===== config.mk =====
export PLATFORM = sky130hd
export DESIGN_NAME = first_fit_paragraph_allocator
export DESIGN_NICKNAME = d
export VERILOG_FILES = /design/src/ffpa_pkg.sv /design/src/ffpa_table.sv /design/src/first_fit_paragraph_allocator.sv
export SDC_FILE = /design/constraint.sdc
export NUM_CORES = 2
export LEC_CHECK = 0
export BUFFER_PORTS_ARGS = -buffer_cell sky130_fd_sc_hd__buf_4
export CORE_MARGIN = 5
export CORE_UTILIZATION = 53
export DETAILED_ROUTE_END_ITERATION = 16
export PLACE_DENSITY = 0.69
export SLEW_MARGIN = 0
export SYNTH_ARGS = -nofsm -noshare
export SYNTH_HDL_FRONTEND = slang
export SYNTH_SLANG_ARGS = --single-unit
export TNS_END_PERCENT = 100

===== constraint.sdc =====
create_clock -name clk -period 12.4 [get_ports clk]
set_input_delay 0.62 -clock clk [delete_from_list [all_inputs] [get_ports clk]]
set_output_delay 0.62 -clock clk [all_outputs]
set_load 0.01 [all_outputs]

===== src/ffpa_pkg.sv =====
// shared constants and types for the first-fit paragraph allocator
`timescale 1ns / 1ps
`default_nettype none
package ffpa_pkg;
    localparam int unsigned MAX_BLOCKS_DEF = 64;
    localparam int unsigned SEG_W = 16;
    localparam logic [SEG_W-1:0] TOTAL_RESET = 16'd40960;

    typedef enum logic [2:0] {
        ST_OK         = 3'd0,
        ST_ZERO       = 3'd1,
        ST_EXHAUSTED  = 3'd2,
        ST_NOT_ALLOC  = 3'd3,
        ST_TABLE_FULL = 3'd4
    } status_t;

    typedef struct packed {
        logic [SEG_W-1:0] start;
        logic [SEG_W-1:0] size;
        logic             free;
    } entry_t;
endpackage
`default_nettype wire


===== src/ffpa_table.sv =====
// block table memory, one write port and one registered read port
`timescale 1ns / 1ps
`default_nettype none
module ffpa_table #(
    parameter int unsigned DEPTH = ffpa_pkg::MAX_BLOCKS_DEF,
    parameter int unsigned AW = $clog2(DEPTH)
) (
    input  wire logic             clk,
    input  wire logic             we,
    input  wire logic [AW-1:0]    waddr,
    input  ffpa_pkg::entry_t      wdata,
    input  wire logic [AW-1:0]    raddr,
    output ffpa_pkg::entry_t      rdata
);
    import ffpa_pkg::*;

    entry_t mem [DEPTH];

    always_ff @(posedge clk)
    begin
        if (we)
        begin
            mem[waddr] <= wdata;
        end
        rdata <= mem[raddr];
    end
endmodule
`default_nettype wire


===== src/first_fit_paragraph_allocator.sv =====
// top level: sequencer walking the block table through one read and one write port
`timescale 1ns / 1ps
`default_nettype none
// First-fit paragraph allocator. One request (allocate or release) is taken
// at a time; in_ready is low until its result beat has been taken. The
// table lives in a single-port-read, single-port-write memory and every step
// reads or writes one entry, so a request walks the table entry by entry:
// a scan of up to block_count entries, then a shift of the entries after the
// split or merge point, then a scan for the largest free block. Any wait on
// out_ready adds to this.
// Writing the total through cfg_we (or reset) empties the table to one free
// block (none if the total is zero) through a live count; no clearing pass is
// needed.
module first_fit_paragraph_allocator #(
    parameter int unsigned MAX_BLOCKS = ffpa_pkg::MAX_BLOCKS_DEF
) (
    input  wire logic        clk,
    input  wire logic        rst_n,
    input  wire logic        cfg_we,
    input  wire logic [15:0] cfg_wdata,
    input  wire logic        in_valid,
    output logic             in_ready,
    input  wire logic        mode,
    input  wire logic [15:0] request_size,
    input  wire logic [15:0] release_segment,
    output logic             out_valid,
    input  wire logic        out_ready,
    output logic [2:0]       status,
    output logic [15:0]      granted_segment,
    output logic [15:0]      largest_free
);
    import ffpa_pkg::*;

    localparam int unsigned AW = $clog2(MAX_BLOCKS);
    localparam int unsigned CW = $clog2(MAX_BLOCKS + 1);
    localparam logic [CW-1:0] CNT_MAX = CW'(MAX_BLOCKS);

    typedef enum logic [3:0] {
        S_IDLE, S_INIT, S_RD, S_EVAL, S_SHUP_RD, S_SHUP_WR,
        S_MERGE_RD, S_MERGE_EVAL, S_SHDN_RD, S_SHDN_WR,
        S_MAX_RD, S_MAX_EVAL, S_OUT
    } state_t;

    state_t           state_reg;
    logic [CW-1:0]    count_reg;
    logic [CW-1:0]    idx_reg;
    logic [CW-1:0]    m_reg;
    logic             mode_reg;
    logic [15:0]      want_reg;
    logic [15:0]      seg_reg;
    logic [15:0]      best_reg;
    status_t          st_reg;
    logic [15:0]      grant_reg;
    entry_t           hold_reg;
    entry_t           prev_reg;
    logic             init_reg;
    logic [15:0]      total_reg;

    logic             we;
    logic [AW-1:0]    waddr;
    entry_t           wdata;
    logic [AW-1:0]    raddr;
    entry_t           rdata;

    ffpa_table #(.DEPTH(MAX_BLOCKS), .AW(AW)) u_table (
        .clk(clk), .we(we), .waddr(waddr), .wdata(wdata),
        .raddr(raddr), .rdata(rdata)
    );

    assign in_ready        = (state_reg == S_IDLE) && !init_reg;
    assign out_valid       = (state_reg == S_OUT);
    assign status          = st_reg;
    assign granted_segment = grant_reg;
    assign largest_free    = best_reg;

    // memory port control
    always_comb
    begin
        we    = 1'b0;
        waddr = idx_reg[AW-1:0];
        wdata = hold_reg;
        raddr = idx_reg[AW-1:0];
        case (state_reg)
            S_INIT:
            begin
                we    = (total_reg != 16'd0);
                waddr = '0;
                wdata = '{start: 16'd0, size: total_reg, free: 1'b1};
            end
            S_EVAL:
            begin
                if (mode_reg == 1'b0)
                begin
                    if (rdata.free && rdata.size == want_reg)
                    begin
                        we    = 1'b1;
                        wdata = '{start: rdata.start, size: rdata.size, free: 1'b0};
                    end
                    else if (rdata.free && rdata.size > want_reg && count_reg < CNT_MAX)
                    begin
                        we    = 1'b1;
                        wdata = '{start: rdata.start, size: want_reg, free: 1'b0};
                    end
                end
                else if (rdata.start == seg_reg && !rdata.free)
                begin
                    we    = 1'b1;
                    wdata = '{start: rdata.start, size: rdata.size, free: 1'b1};
                end
            end
            S_SHUP_RD:  raddr = AW'(m_reg - CW'(1));
            S_SHUP_WR:
            begin
                we    = 1'b1;
                waddr = m_reg[AW-1:0];
                wdata = (m_reg == idx_reg + CW'(1)) ? hold_reg : rdata;
            end
            S_MERGE_RD: raddr = idx_reg[AW-1:0];
            S_MERGE_EVAL:
            begin
                if (idx_reg != '0 && prev_reg.free && rdata.free)
                begin
                    we    = 1'b1;
                    waddr = AW'(idx_reg - CW'(1));
                    wdata = '{start: prev_reg.start,
                              size: prev_reg.size + rdata.size, free: 1'b1};
                end
            end
            S_SHDN_RD:  raddr = AW'(m_reg + CW'(1));
            S_SHDN_WR:
            begin
                we    = 1'b1;
                waddr = m_reg[AW-1:0];
                wdata = rdata;
            end
            default: ;
        endcase
    end

    always_ff @(posedge clk or negedge rst_n)
    begin
        if (!rst_n)
        begin
            state_reg <= S_IDLE;
            count_reg <= '0;
            init_reg  <= 1'b1;
            total_reg <= TOTAL_RESET;
            idx_reg   <= '0;
            m_reg     <= '0;
            best_reg  <= '0;
            st_reg    <= ST_OK;
            grant_reg <= '0;
            mode_reg  <= 1'b0;
            want_reg  <= '0;
            seg_reg   <= '0;
            hold_reg  <= '0;
            prev_reg  <= '0;
        end
        else
        begin
            if (cfg_we)
            begin
                total_reg <= cfg_wdata;
                init_reg  <= 1'b1;
            end
            case (state_reg)
                S_IDLE:
                begin
                    if (init_reg && !cfg_we)
                    begin
                        state_reg <= S_INIT;
                    end
                    else if (in_valid && in_ready)
                    begin
                        mode_reg  <= mode;
                        want_reg  <= request_size;
                        seg_reg   <= release_segment;
                        idx_reg   <= '0;
                        grant_reg <= '0;
                        if (mode == 1'b0 && request_size == 16'd0)
                        begin
                            st_reg    <= ST_ZERO;
                            state_reg <= S_MAX_RD;
                        end
                        else if (count_reg == '0)
                        begin
                            st_reg    <= mode ? ST_NOT_ALLOC : ST_EXHAUSTED;
                            state_reg <= S_MAX_RD;
                        end
                        else
                        begin
                            state_reg <= S_RD;
                        end
                    end
                end
                S_INIT:
                begin
                    count_reg <= (total_reg != 16'd0) ? CW'(1) : '0;
                    if (!cfg_we)
                    begin
                        init_reg <= 1'b0;
                    end
                    state_reg <= S_IDLE;
                end
                S_RD: state_reg <= S_EVAL;
                S_EVAL:
                begin
                    if (mode_reg == 1'b0)
                    begin
                        if (rdata.free && rdata.size == want_reg)
                        begin
                            st_reg    <= ST_OK;
                            grant_reg <= rdata.start;
                            idx_reg   <= '0;
                            state_reg <= S_MAX_RD;
                        end
                        else if (rdata.free && rdata.size > want_reg)
                        begin
                            if (count_reg >= CNT_MAX)
                            begin
                                st_reg    <= ST_TABLE_FULL;
                                idx_reg   <= '0;
                                state_reg <= S_MAX_RD;
                            end
                            else
                            begin
                                st_reg    <= ST_OK;
                                grant_reg <= rdata.start;
                                hold_reg  <= '{start: rdata.start + want_reg,
                                               size: rdata.size - want_reg,
                                               free: 1'b1};
                                m_reg     <= count_reg;
                                state_reg <= S_SHUP_RD;
                            end
                        end
                        else if (idx_reg + CW'(1) >= count_reg)
                        begin
                            st_reg    <= ST_EXHAUSTED;
                            idx_reg   <= '0;
                            state_reg <= S_MAX_RD;
                        end
                        else
                        begin
                            idx_reg   <= idx_reg + CW'(1);
                            state_reg <= S_RD;
                        end
                    end
                    else
                    begin
                        if (rdata.start == seg_reg)
                        begin
                            if (rdata.free)
                            begin
                                st_reg    <= ST_NOT_ALLOC;
                                idx_reg   <= '0;
                                state_reg <= S_MAX_RD;
                            end
                            else
                            begin
                                st_reg    <= ST_OK;
                                idx_reg   <= '0;
                                state_reg <= S_MERGE_RD;
                            end
                        end
                        else if (idx_reg + CW'(1) >= count_reg)
                        begin
                            st_reg    <= ST_NOT_ALLOC;
                            idx_reg   <= '0;
                            state_reg <= S_MAX_RD;
                        end
                        else
                        begin
                            idx_reg   <= idx_reg + CW'(1);
                            state_reg <= S_RD;
                        end
                    end
                end
                S_SHUP_RD: state_reg <= S_SHUP_WR;
                S_SHUP_WR:
                begin
                    if (m_reg == idx_reg + CW'(1))
                    begin
                        count_reg <= count_reg + CW'(1);
                        idx_reg   <= '0;
                        state_reg <= S_MAX_RD;
                    end
                    else
                    begin
                        m_reg     <= m_reg - CW'(1);
                        state_reg <= S_SHUP_RD;
                    end
                end
                // entry 0 is loaded as prev first, then idx is checked against it each step
                S_MERGE_RD:
                begin
                    if (idx_reg >= count_reg)
                    begin
                        idx_reg   <= '0;
                        state_reg <= S_MAX_RD;
                    end
                    else
                    begin
                        state_reg <= S_MERGE_EVAL;
                    end
                end
                S_MERGE_EVAL:
                begin
                    if (idx_reg == '0)
                    begin
                        prev_reg  <= rdata;
                        idx_reg   <= CW'(1);
                        state_reg <= S_MERGE_RD;
                    end
                    else if (prev_reg.free && rdata.free)
                    begin
                        prev_reg.size <= prev_reg.size + rdata.size;
                        m_reg         <= idx_reg;
                        if (idx_reg + CW'(1) >= count_reg)
                        begin
                            count_reg <= count_reg - CW'(1);
                            state_reg <= S_MERGE_RD;
                        end
                        else
                        begin
                            state_reg <= S_SHDN_RD;
                        end
                    end
                    else
                    begin
                        prev_reg  <= rdata;
                        idx_reg   <= idx_reg + CW'(1);
                        state_reg <= S_MERGE_RD;
                    end
                end
                S_SHDN_RD: state_reg <= S_SHDN_WR;
                S_SHDN_WR:
                begin
                    if (m_reg + CW'(2) >= count_reg)
                    begin
                        count_reg <= count_reg - CW'(1);
                        state_reg <= S_MERGE_RD;
                    end
                    else
                    begin
                        m_reg     <= m_reg + CW'(1);
                        state_reg <= S_SHDN_RD;
                    end
                end
                S_MAX_RD:
                begin
                    if (idx_reg == '0)
                    begin
                        best_reg <= '0;
                    end
                    if (idx_reg >= count_reg)
                    begin
                        state_reg <= S_OUT;
                    end
                    else
                    begin
                        state_reg <= S_MAX_EVAL;
                    end
                end
                S_MAX_EVAL:
                begin
                    if (rdata.free && (idx_reg == '0 || rdata.size > best_reg))
                    begin
                        best_reg <= rdata.size;
                    end
                    idx_reg   <= idx_reg + CW'(1);
                    state_reg <= S_MAX_RD;
                end
                S_OUT:
                begin
                    if (out_ready)
                    begin
                        state_reg <= S_IDLE;
                    end
                end
                default: state_reg <= S_IDLE;
            endcase
        end
    end
endmodule
`default_nettype wire


==> reports/metrics.yaml <==
run_status:
  status: "complete, no violations"
pwr:
  vdd_ir_drop_max_mv: 0.229
  switching_share_pct: 36.2
  p_switching_uw: 9970
  power.share.sequential_pct: 40.2
  cellInternalPower_uw: 17600
  cellLeakagePower_uw: 0.0366
  power_frac_clock_pct: 25.3
  pwr-share-comb_pct: 34.5
  power_density_nw_per_um2: 258
global_routing:
  grt_max_degree: 170
  grt.busiest_layer: "met2"
  use_met3_pct: 6.71
  track_usage_pct: 28.6
  grt_pass1_vias: 55545
  grt_pass1_wl_um: 389000
  grt-ovfl-total: 0
  antenna_found_initial: 14
  grt_use_met2_pct: 42.9
  gr-usage-met1_pct: 40.9
synthesis:
  synth_cell_type_count: 95
  async_flop_share_pct: 7.58
  ys_seq_area_share_pct: 72.6
  synth_fp_nets: 6151
  synth_ff_type: "edfxtp_1"
  ys.warnings.count: 0
  synth-edff-count: 2112
  yosysTopAreaCell: "edfxtp_1"
  synthesis.area_um2: 94400
  synth-seq-cells: 2321
  synth_area_leaders: "edfxtp_1, mux4_2, dfrtp_1"
  yosys-top-cells-count: "edfxtp_1, nand2_1, a211oi_1, and3_1, clkbuf_1"
  synthCells: 5998
  netlist.area_leader.share_pct: 67.2
  syn_area_per_cell_um2: 15.7
  synth.most_common_cell: "edfxtp_1"
timing:
  min_period_over_period_pct: 54.9
  drv_slew: 0
  tns_ns: 0
  rsz0062_at_grt: "no"
  worst_slack_ns: 5.59
  hold_viol: 0
  clock.fmax_ghz: 0.147
  relSlewSlack_pct: 5.07
  skew_ns: 0.0487
  setup_viol: 0
  tightest_slew_ns: 1.41
  fin_crit_ns: 6.81
clock_network:
  postCtsSetupBuffers: 0
  cts_made_buffers: 223
  clk_pin_slew_ns: 0.06
  cts_sinks: 2321
  postCtsHoldBufs: 49
  cts_htree_levels: 4
  clockRootBuffer: "clkbuf_16"
  ctsLongestPathBuffers: 3
  clk_latency_ns: 0.87
  cts_tree: "done"
  cts_resized: 0
setup_path:
  cp_slowest_cell: "nor4_1"
  r2r_cells: 11
  cp_data_required_time_ns: 13.20
  crit_fanout: 153
  timing.rr.start: "state_reg[0]"
  cp-start-kind: "register"
  cp.arrival_ns: 7.61
  r2r_setup_slack_ns: 5.59
  crit_chain: "or4b_1, nand3_4, buf_12, and2_4, buf_4, buf_4, nand2_1, a31oi_1, o22ai_1, nor4_1, and3_1"
  r2r-end: "u_table.rdata[18]"
  worst_setup_path_end_kind: "register"
  crit_type: "reg -> reg"
  max_stage_delay_ns: 1.20
  critPathMostFrequentCell: "buf_4"
drt:
  vias: 57731
  post-route-drc-count: 0
  wl_um: 269000
  viasPerCell: 6.65
  wire_per_inst_um: 31.0
  drtIter0Drc: 8149
  drt-pass1-iter-count: 9
  ant_nets: 0
place:
  numPortBuffers: 90
  gp_congestion: 0.884
  dp_slack_ns: 5.54
  hpwl_um: 147000
floorplan:
  placementRows: 154
  die-width_um: 432
  core_area_um2: 177000
  die_h_um: 432
  io_pins: 91
  die-area_um2: 187000
  start_util_pct: 53.4
hold_path:
  hold_class: "in -> reg"
  hold_depth: 2
  min_from: "out_ready"
  holdPathEnd: "state_reg[3]"
layout:
  top_register: "u_table.mem"
  nets: 6289
  largest_reg_flops: 2112
  syn2layout_area_growth_pct: 12.9
  drive_above_1_share_pct: 17.4
flow_run:
  cap_viol_max_count: 0
==> cell usage in the layout, fill, tap and decap left out, types with 47 or more instances in the layout <==
| cell type | n |
|---|---|
| dlygate4sd3_1 | 49 |
| ha_1 | 95 |
| a211oi_1 | 307 |
| and3_1 | 309 |
| nor3_1 | 50 |
| buf_4 | 263 |
| nand2_1 | 693 |
| a31oi_1 | 246 |
| edfxtp_1 | 2112 |
| clkbuf_16 | 226 |
| mux4_2 | 264 |
| a21oi_1 | 105 |
| clkbuf_1 | 48 |
| nor2_1 | 150 |
| dfrtp_1 | 173 |
| clkinv_2 | 47 |
| inv_1 | 65 |
| o22ai_1 | 205 |
| mux2_2 | 67 |
| o21ai_0 | 110 |
==> power groups by stage <==
stage	registers [uW]	logic [uW]	clock network (uW)
floorplan	11000	5820	0
global placement	11200	9130	0
detailed placement	11200	9340	0
CTS	11000	9400	7050
global route	11100	10100	7410
finish	11100	9490	6970
==> metrics by stage <==
step / std cells / cell area (um2) / hold WS, ns / utilization, % / total power, uW
floorplan: 5998 / 94400 / 0.324 / - / 16800
global placement: 8196 / 98300 / 0.463 / 55.6 / 20300
detailed placement: 8202 / 98400 / 0.471 / 55.7 / 20500
CTS: 8676 / 106000 / 0.00660 / 60.3 / 27500
global route: 8676 / 106000 / 0.0344 / 60.3 / 28600
finish: 8682 / 106000 / 0.0673 / 60.3 / 27500
==> critical path: cells and delay by family (launching register included) <==
family	cells	cell delay, ns
AND/OR/NAND/NOR	6	3.78
buffers and inverters	3	1.89
flip-flops	1	0.66
AO/OA/AOI/OAI	2	0.36
==> per-layer routing <==
layer  up-vias  routed length, um
li1      24103                  -
met1     29517             104000
met2      3575             122000
met3       526              31900
met4        10              11900
met5         -                114
==> final cells by class <==
type | count | area (um2)
fill | 12679 | 70200
sequential | 2321 | 68500
multi-input combinational | 3204 | 24600
clock buffer | 287 | 6010
tap | 2340 | 2930
timing repair buffer | 321 | 2620
clock inverter | 138 | 1560
inverter | 65 | 244
antenna | 6 | 15.0
==> kinds of logic after synthesis <==
family                     after synthesis  synth area share, %
DFF                                   2321                 72.6
xor gates and xnor gates                73                0.678
buffers and inverters                  473                 2.03
muxes                                  335                 7.14
and+or+nand+nor                       1488                 7.47
adders and majority gates               99                 1.34
AOI/OAI and AO/OA                     1209                 8.76
==> how the worst max path moves through the flow <==
stage	start	endpoint	slack (ns)
after detailed placement	state_reg[0]	u_table.rdata[18]	5.54
after global placement	state_reg[0]	u_table.rdata[17]	5.17
after floorplan	u_table.rdata[1]	u_table.mem[39][0]	6.86
after global routing	state_reg[2]	u_table.rdata[18]	5.42
after CTS	state_reg[0]	u_table.rdata[5]	5.55
final	state_reg[0]	u_table.rdata[18]	5.59
Note: power is estimated with default switching activity, not from simulation.
